[src/sv/pli_pkg.sv]
package pli_pkg;

   localparam int PLI_CAPACITY = 16;
   localparam int DATA_W       = 32;
   localparam int POS_W        = 5;
   localparam int LEN_W        = 5;

   typedef enum logic [1:0] {
      OP_INSERT = 2'd0,
      OP_DELETE = 2'd1,
      OP_DUMP   = 2'd2
   } opcode_type;

   typedef enum logic [1:0] {
      ST_OK    = 2'd0,
      ST_RANGE = 2'd1,
      ST_FULL  = 2'd2,
      ST_EMPTY = 2'd3
   } status_type;

   // What every cell of the chain does in the current cycle.
   typedef enum logic [1:0] {
      CELL_HOLD,
      CELL_INSERT,
      CELL_DELETE,
      CELL_ROTATE
   } cell_op_type;

   typedef enum logic {
      S_IDLE,
      S_DUMP
   } state_type;

   // Command broadcast along the chain.
   typedef struct packed {
      cell_op_type              op;
      logic [POS_W-1:0]         pos;
      logic signed [DATA_W-1:0] value;
   } cell_cmd_type;

endpackage

[src/sv/pli_if.sv]
interface pli_req_if
   import pli_pkg::*;
();
   logic                     valid;
   logic                     ready;
   logic [1:0]               opcode;
   logic signed [DATA_W-1:0] value;
   logic [POS_W-1:0]         position;

   modport source (output valid, output opcode, output value, output position, input ready);
   modport sink   (input valid, input opcode, input value, input position, output ready);
endinterface

interface pli_rsp_if
   import pli_pkg::*;
();
   logic                     valid;
   logic                     ready;
   logic [1:0]               status;
   logic signed [DATA_W-1:0] value_res;
   logic                     last;
   logic [LEN_W-1:0]         length;

   modport source (output valid, output status, output value_res, output last, output length,
                   input ready);
   modport sink   (input valid, input status, input value_res, input last, input length,
                   output ready);
endinterface

[src/sv/pli_cell.sv]
module pli_cell
   import pli_pkg::*;
#(
   parameter int INDEX = 0
) (
   input  logic                     clock,
   input  cell_cmd_type             cmd,
   input  logic                     is_tail,
   input  logic signed [DATA_W-1:0] left_data,
   input  logic signed [DATA_W-1:0] right_data,
   input  logic signed [DATA_W-1:0] head_data,
   output logic signed [DATA_W-1:0] data
);

   logic signed [DATA_W-1:0] data_ff;
   logic signed [DATA_W-1:0] data_in;

   // Insert opens a gap at the position, delete closes it, and rotate moves the
   // head entry round to the tail so that the list streams out from cell zero.
   always_comb begin
      data_in = data_ff;
      case (cmd.op)
         CELL_INSERT: begin
            if (INDEX > int'(cmd.pos)) begin
               data_in = left_data;
            end else if (INDEX == int'(cmd.pos)) begin
               data_in = cmd.value;
            end
         end
         CELL_DELETE: begin
            if (INDEX >= int'(cmd.pos)) begin
               data_in = right_data;
            end
         end
         CELL_ROTATE: begin
            data_in = is_tail ? head_data : right_data;
         end
         default: begin
            data_in = data_ff;
         end
      endcase
   end

   always_ff @(posedge clock) begin
      data_ff <= data_in;
   end

   assign data = data_ff;

endmodule

[src/sv/positional_list_insert_delete.sv]
// Channel  Modport  Word carried
// req_if   sink     opcode, value, position
// rsp_if   source   status, value_res, last, length
//
// Insert and delete work as every cell of the chain shifts or holds at once; a
// new word may follow as soon as the output register is free.
// A dump of n entries first accepts the word, then gives one result word a cycle,
// unless the result channel stalls, as the chain rotates the head out through cell zero.
// Reset clears the entry count and the control state; cell contents stay as
// they are and are never read before they have been written.
// A stall on the result channel freezes the chain and holds the output register.
module positional_list_insert_delete
   import pli_pkg::*;
#(
   parameter int CAPACITY = PLI_CAPACITY
) (
   input logic        clock,
   input logic        reset,
   pli_req_if.sink    req_if,
   pli_rsp_if.source  rsp_if
);

   // Count must hold CAPACITY itself; comparisons with the position use the
   // wider of the count and position widths.
   localparam int CNT_W = $clog2(CAPACITY + 1);
   localparam int CMP_W = (CNT_W > POS_W) ? CNT_W : POS_W;

   state_type                state_ff, state_in;
   logic [CNT_W-1:0]         count_ff, count_in;
   logic [CNT_W-1:0]         idx_ff, idx_in;

   logic                     rsp_valid_ff, rsp_valid_in;
   status_type               rsp_status_ff, rsp_status_in;
   logic signed [DATA_W-1:0] rsp_value_ff, rsp_value_in;
   logic                     rsp_last_ff, rsp_last_in;
   logic [LEN_W-1:0]         rsp_length_ff, rsp_length_in;

   cell_cmd_type             cmd;
   logic signed [DATA_W-1:0] cell_data [CAPACITY];
   logic [CAPACITY-1:0]      tail_sel;

   logic                     out_free;
   logic                     accept;
   logic [CMP_W-1:0]         pos_w;
   logic [CMP_W-1:0]         count_w;
   logic                     dump_last;

   // The chain of cells. Cell zero has no left neighbour and the top cell no
   // right neighbour; those inputs are never selected in a way that matters.
   for (genvar i = 0; i < CAPACITY; i++) begin : g_cell
      logic signed [DATA_W-1:0] left_w;
      logic signed [DATA_W-1:0] right_w;

      if (i == 0) begin : g_first
         assign left_w = cell_data[i];
      end else begin : g_mid_left
         assign left_w = cell_data[i-1];
      end

      if (i == CAPACITY - 1) begin : g_top
         assign right_w = cell_data[i];
      end else begin : g_mid_right
         assign right_w = cell_data[i+1];
      end

      assign tail_sel[i] = (count_ff == CNT_W'(i + 1));

      pli_cell #(
         .INDEX (i)
      ) u_cell (
         .clock      (clock),
         .cmd        (cmd),
         .is_tail    (tail_sel[i]),
         .left_data  (left_w),
         .right_data (right_w),
         .head_data  (cell_data[0]),
         .data       (cell_data[i])
      );
   end

   // The output register can take a new word when it is empty or being drained.
   assign out_free     = !rsp_valid_ff || rsp_if.ready;
   assign req_if.ready = (state_ff == S_IDLE) && out_free;
   assign accept       = req_if.valid && req_if.ready;

   assign pos_w     = CMP_W'(req_if.position);
   assign count_w   = CMP_W'(count_ff);
   assign dump_last = (idx_ff == CNT_W'(count_ff - 1'b1));

   always_comb begin
      state_in      = state_ff;
      count_in      = count_ff;
      idx_in        = idx_ff;
      rsp_valid_in  = rsp_valid_ff && !rsp_if.ready;
      rsp_status_in = rsp_status_ff;
      rsp_value_in  = rsp_value_ff;
      rsp_last_in   = rsp_last_ff;
      rsp_length_in = rsp_length_ff;
      cmd.op        = CELL_HOLD;
      cmd.pos       = req_if.position;
      cmd.value     = req_if.value;

      case (state_ff)
         S_IDLE: begin
            if (accept) begin
               // Single-word results all carry a zero value and the last mark.
               rsp_value_in  = '0;
               rsp_last_in   = 1'b1;
               rsp_length_in = LEN_W'(count_ff);
               case (req_if.opcode)
                  OP_INSERT: begin
                     rsp_valid_in = 1'b1;
                     if (pos_w > count_w) begin
                        rsp_status_in = ST_RANGE;
                     end else if (count_ff == CNT_W'(CAPACITY)) begin
                        rsp_status_in = ST_FULL;
                     end else begin
                        cmd.op        = CELL_INSERT;
                        count_in      = CNT_W'(count_ff + 1'b1);
                        rsp_status_in = ST_OK;
                        rsp_length_in = LEN_W'(count_ff + 1'b1);
                     end
                  end
                  OP_DELETE: begin
                     rsp_valid_in = 1'b1;
                     if (pos_w >= count_w) begin
                        rsp_status_in = ST_RANGE;
                     end else begin
                        cmd.op        = CELL_DELETE;
                        count_in      = CNT_W'(count_ff - 1'b1);
                        rsp_status_in = ST_OK;
                        rsp_length_in = LEN_W'(count_ff - 1'b1);
                     end
                  end
                  OP_DUMP: begin
                     if (count_ff == '0) begin
                        rsp_valid_in  = 1'b1;
                        rsp_status_in = ST_EMPTY;
                     end else begin
                        state_in = S_DUMP;
                        idx_in   = '0;
                     end
                  end
                  default: begin
                     // The unused opcode is dropped without a result.
                     rsp_valid_in = rsp_valid_ff && !rsp_if.ready;
                  end
               endcase
            end
         end
         S_DUMP: begin
            // Cell zero always holds the next entry; after count rotations the
            // list is back in its original order.
            if (out_free) begin
               cmd.op        = CELL_ROTATE;
               rsp_valid_in  = 1'b1;
               rsp_status_in = ST_OK;
               rsp_value_in  = cell_data[0];
               rsp_last_in   = dump_last;
               rsp_length_in = LEN_W'(count_ff);
               idx_in        = CNT_W'(idx_ff + 1'b1);
               if (dump_last) begin
                  state_in = S_IDLE;
               end
            end
         end
         default: begin
            state_in = S_IDLE;
         end
      endcase
   end

   always_ff @(posedge clock) begin
      if (reset) begin
         state_ff     <= S_IDLE;
         count_ff     <= '0;
         idx_ff       <= '0;
         rsp_valid_ff <= 1'b0;
      end else begin
         state_ff     <= state_in;
         count_ff     <= count_in;
         idx_ff       <= idx_in;
         rsp_valid_ff <= rsp_valid_in;
      end
   end

   always_ff @(posedge clock) begin
      rsp_status_ff <= rsp_status_in;
      rsp_value_ff  <= rsp_value_in;
      rsp_last_ff   <= rsp_last_in;
      rsp_length_ff <= rsp_length_in;
   end

   assign rsp_if.valid     = rsp_valid_ff;
   assign rsp_if.status    = rsp_status_ff;
   assign rsp_if.value_res = rsp_value_ff;
   assign rsp_if.last      = rsp_last_ff;
   assign rsp_if.length    = rsp_length_ff;

endmodule

[src/flat_wrapper.sv]
// flat-port wrapper written by rule: the top's interface ports become plain ports
module positional_list_insert_delete_flat import pli_pkg::*;
#(
   parameter int CAPACITY = PLI_CAPACITY
)
  (clock, reset, req_if_valid, req_if_opcode, req_if_value, req_if_position, req_if_ready, rsp_if_valid, rsp_if_status, rsp_if_value_res, rsp_if_last, rsp_if_length, rsp_if_ready);
  pli_req_if req_if_i ();
  pli_rsp_if rsp_if_i ();
  input logic clock;
  input logic reset;
  input wire logic [$bits(req_if_i.valid)-1:0] req_if_valid;
  input wire logic [$bits(req_if_i.opcode)-1:0] req_if_opcode;
  input wire logic [$bits(req_if_i.value)-1:0] req_if_value;
  input wire logic [$bits(req_if_i.position)-1:0] req_if_position;
  output wire logic [$bits(req_if_i.ready)-1:0] req_if_ready;
  output wire logic [$bits(rsp_if_i.valid)-1:0] rsp_if_valid;
  output wire logic [$bits(rsp_if_i.status)-1:0] rsp_if_status;
  output wire logic [$bits(rsp_if_i.value_res)-1:0] rsp_if_value_res;
  output wire logic [$bits(rsp_if_i.last)-1:0] rsp_if_last;
  output wire logic [$bits(rsp_if_i.length)-1:0] rsp_if_length;
  input wire logic [$bits(rsp_if_i.ready)-1:0] rsp_if_ready;
  assign req_if_i.valid = req_if_valid;
  assign req_if_i.opcode = req_if_opcode;
  assign req_if_i.value = req_if_value;
  assign req_if_i.position = req_if_position;
  assign req_if_ready = req_if_i.ready;
  assign rsp_if_valid = rsp_if_i.valid;
  assign rsp_if_status = rsp_if_i.status;
  assign rsp_if_value_res = rsp_if_i.value_res;
  assign rsp_if_last = rsp_if_i.last;
  assign rsp_if_length = rsp_if_i.length;
  assign rsp_if_i.ready = rsp_if_ready;
  positional_list_insert_delete #(.CAPACITY(CAPACITY)) u_core (.clock(clock), .reset(reset), .req_if(req_if_i), .rsp_if(rsp_if_i));
endmodule
[config.mk]
export PLATFORM = sky130hd
export DESIGN_NAME = positional_list_insert_delete_flat
export DESIGN_NICKNAME = d
export VERILOG_FILES = /design/src/sv/pli_pkg.sv /design/src/sv/pli_if.sv /design/src/sv/pli_cell.sv /design/src/sv/positional_list_insert_delete.sv /design/src/flat_wrapper.sv
export SDC_FILE = /design/constraint.sdc
export NUM_CORES = 2
export LEC_CHECK = 0
export BUFFER_PORTS_ARGS = -buffer_cell sky130_fd_sc_hd__buf_2
export CORE_MARGIN = 1.5
export CORE_UTILIZATION = 40
export DETAILED_ROUTE_END_ITERATION = 8
export SLEW_MARGIN = 20
export SYNTH_ARGS = -nofsm -noshare
export SYNTH_HDL_FRONTEND = slang
export SYNTH_HIERARCHICAL = 1
export SYNTH_SLANG_ARGS = --single-unit
[constraint.sdc]
create_clock -name clock -period 20.1 [get_ports clock]
set_input_delay 3.015 -clock clock [delete_from_list [all_inputs] [get_ports clock]]
set_output_delay 3.015 -clock clock [all_outputs]
set_load 0.03 [all_outputs]
==> flow_metrics.tcl <==
set metrics [dict create \
    start_util 0.403 \
    die_h_um 301 \
    min_path_type "reg2reg" \
    fin_tns_setup_ns 0 \
    dp_hpwl_mm 70.9 \
    drt-initial-drc-count 4191 \
    ys_types 96 \
    ys.flop_type "edfxtp_1" \
    worst_setup_path_end_kind "flip-flop" \
    final-hold-violation-count 0 \
    n_fill_cell 8052 \
    cp.arrival_ns 8.87 \
    rows 109 \
    async_flop_share 0 \
    core_area_sq_mm 0.0882 \
    vias 28000 \
    ys_ff_latch 564 \
    syn2layout_area_growth_pct 8.01 \
    cts_tree "done" \
    required_ns 20.40 \
    final_layout_size_suffix_gt1_frac 0.149 \
    max_freq_ghz 0.117 \
    grt_pass1_vias 27200 \
    crit_chain "buf_2, inv_1, ha_1, nor2b_1, o21ai_1, or2_1, o21ai_4, buf_12, buf_12, buf_4, buf_4, a222oi_1" \
    clock_latency_ns 0.61 \
    setup_viol 0 \
    yosysSeqAreaShare 0.473 \
    worstSetupStartpointType "primary input" \
    drv_cap 0 \
    clk_pin_slew_worst_paths_ns 0.06 \
    synth_fp_nets 3094 \
    cp_max_fo 219 \
    min_period_ns 8.58 \
    cp_slowest_cell "buf_4" \
    routedWlPerCell_um 30.2 \
    cts_buffer_depth 3 \
    numPortBuffers 84 \
    power_density_mw_per_mm2 82.1 \
    final_cells 4205 \
    critical_path.top_delay_family "buffers and inverters" \
    power.total_mw 3.15 \
    first_pass_iters 6 \
    cts_hold_buf 0 \
    wl_mm 127 \
    finalClockSkew_ns 0.0219 \
    htreeDepth 3 \
    post_cts_buffers 0 \
    cts_buffers 66 \
    p_leak_nw 16.1 \
    grt_first_pass_wirelength_mm 185 \
    gp_congestion 0.876 \
    path_class "in2reg" \
    finalCritPeriodShare 0.427 \
    drtAntennaViolNets 0 \
    clock_sinks 564 \
    worst_slew_pin_slew_ns 1.18 \
    layout.nets 3047 \
    ys.warnings.count 6 \
    antenna_found_initial 8 \
    max-vdd-ir-drop_uv 55.8 \
    cp_num_buf_inv 6 \
    avgSynthCellArea_sq_um 11.7 \
    vias_per_cell 6.66 \
    synthesis.instances 3035 \
    cts_root_buf "clkbuf_16" \
    rsz0062_at_grt "no" \
    grt_max_degree 220 \
    io_pins 85 \
    track_usage 0.273 \
    ctsResizeCount 0 \
    worst_path_largest_cell_delay_ns 0.97 \
    route.detailed.drc 0 \
    place_inst 4085 \
    dieArea_sq_mm 0.0906 \
    synth_edf_count 552 \
    max-slew-margin-rel 0.215 \
    fp.dieW_um 301 \
    synth_area_sq_mm 0.0355 \
    status "finished, final reports clean" \
    drv_slew 0 \
    grt-ovfl-total 0 \
]
==> where the power goes <==
group	total [mW]	switching, mW	internal [mW]	leakage (nW)
registers	1.42	0.0337	1.39	5.15
clock network	1.17	0.506	0.668	1.01
logic	0.553	0.367	0.187	9.96
total	3.15	0.906	2.24	16.1
==> state kept, by name, summed over array words and instances, names as in the netlist <==
name and cells:
u_core/count_ff 5, u_core/g_cell.u_cell/data 512, u_core/idx_ff 5, u_core/rsp_if.last 1, u_core/rsp_if.length 5, u_core/rsp_if.status 2
u_core/rsp_if.valid 1, u_core/rsp_if.value_res 32, u_core/state_ff 1
==> area by class of cell <==
type / count / area [sq um] / area share
sequential: 564 / 16800 / 0.438
tap: 1165 / 1460 / 0.0380
clock inverter: 38 / 254 / 0.00662
timing repair buffer: 156 / 1040 / 0.0271
inverter: 82 / 310 / 0.00809
antenna: 1 / 2.50 / 0.0000652
multi-input combinational: 2118 / 16700 / 0.435
clock buffer: 81 / 1780 / 0.0464
==> cells in the final DEF, fill, tap and decap left out, types with 6 or more instances in the layout <==
cell type,n
maj3_2,10
o21ai_1,88
a222oi_1,31
xnor2_1,6
mux2_4,29
o21ai_0,88
clkbuf_1,11
buf_4,68
ha_1,16
nor2_1,53
a31oi_1,167
a221o_1,31
inv_1,81
buf_2,83
a22oi_1,256
clkinv_1,17
clkinv_2,15
edfxtp_1,552
clkbuf_16,69
nand2_1,167
dfxtp_1,12
and3_1,12
nand2_2,28
and2_1,68
a22oi_2,68
a21oi_1,188
mux2i_1,675
a21oi_2,20
==> stage by stage <==
stage | hold slack [ns] | util | cell area, sq um | worst slack, ns
after floorplan | 0.464 | - | 35500 | 11.55
after global placement | 0.483 | 0.411 | 36300 | 11.15
after detailed placement | 0.506 | 0.412 | 36300 | 11.02
after CTS | 0.514 | 0.435 | 38300 | 11.65
after global routing | 0.538 | 0.435 | 38400 | 11.22
final | 0.512 | 0.435 | 38400 | 11.52
==> worst paths after layout <==
path	start	endpoint	slack, ns	cells past startpoint
worst max-delay path	req_if_position[0]	u_core/g_cell[1].u_cell/data[23]	11.52	12
worst min-delay path	u_core/idx_ff[1]	u_core/idx_ff[1]	0.51	2
worst max register to register	u_core/count_ff[2]	u_core/g_cell[1].u_cell/data[23]	13.59	11
worst min register to register	u_core/idx_ff[1]	u_core/idx_ff[1]	0.51	2
==> synth_stat cells, drive strengths merged (5+ instances only) <==
library cell	instances	area share
a21oi	213	0.033
a221o	31	0.0087
a222oi	31	0.0087
a22oi	324	0.078
a31oi	167	0.029
and2	68	0.012
and3	14	0.0026
buf	183	0.040
clkbuf	88	0.012
dfxtp	12	0.0068
edfxtp	552	0.47
ha	16	0.0056
inv	82	0.0087
maj3	12	0.0034
mux2	30	0.013
mux2i	675	0.19
nand2	195	0.022
nand3	6	0.00099
nor2	57	0.0064
nor3	8	0.0019
o21a	5	0.0013
o21ai	182	0.026
o31ai	7	0.0023
or3	5	0.00088
xnor2	6	0.0015
==> tightest hold or removal path: cells and delay by family (launching register included) <==
family          cells  cell delay (ns)
flops               1             0.34
compound gates      1             0.06
simple gates        1             0.07
==> logic make-up after synthesis <==
family,Yosys count,synth area share
AOI/OAI and AO/OA,996,0.200
muxes,705,0.203
DFF,564,0.473
and+or+nand+nor,380,0.0528
buffers and inverters,353,0.0602
adders and majority gates,28,0.00905
xor gates and xnor gates,9,0.00222
==> metal layers <==
metal,global-route usage,wire (um),up-vias,part of all wire
met5,0,152,-,0.0012
met2,0.420,56600,1811,0.45
met1,0.366,50300,14000,0.40
li1,-,-,11800,-
met3,0.0663,14000,362,0.11
met4,0.117,5980,6,0.047
Note: power is estimated with default switching activity, not from simulation.
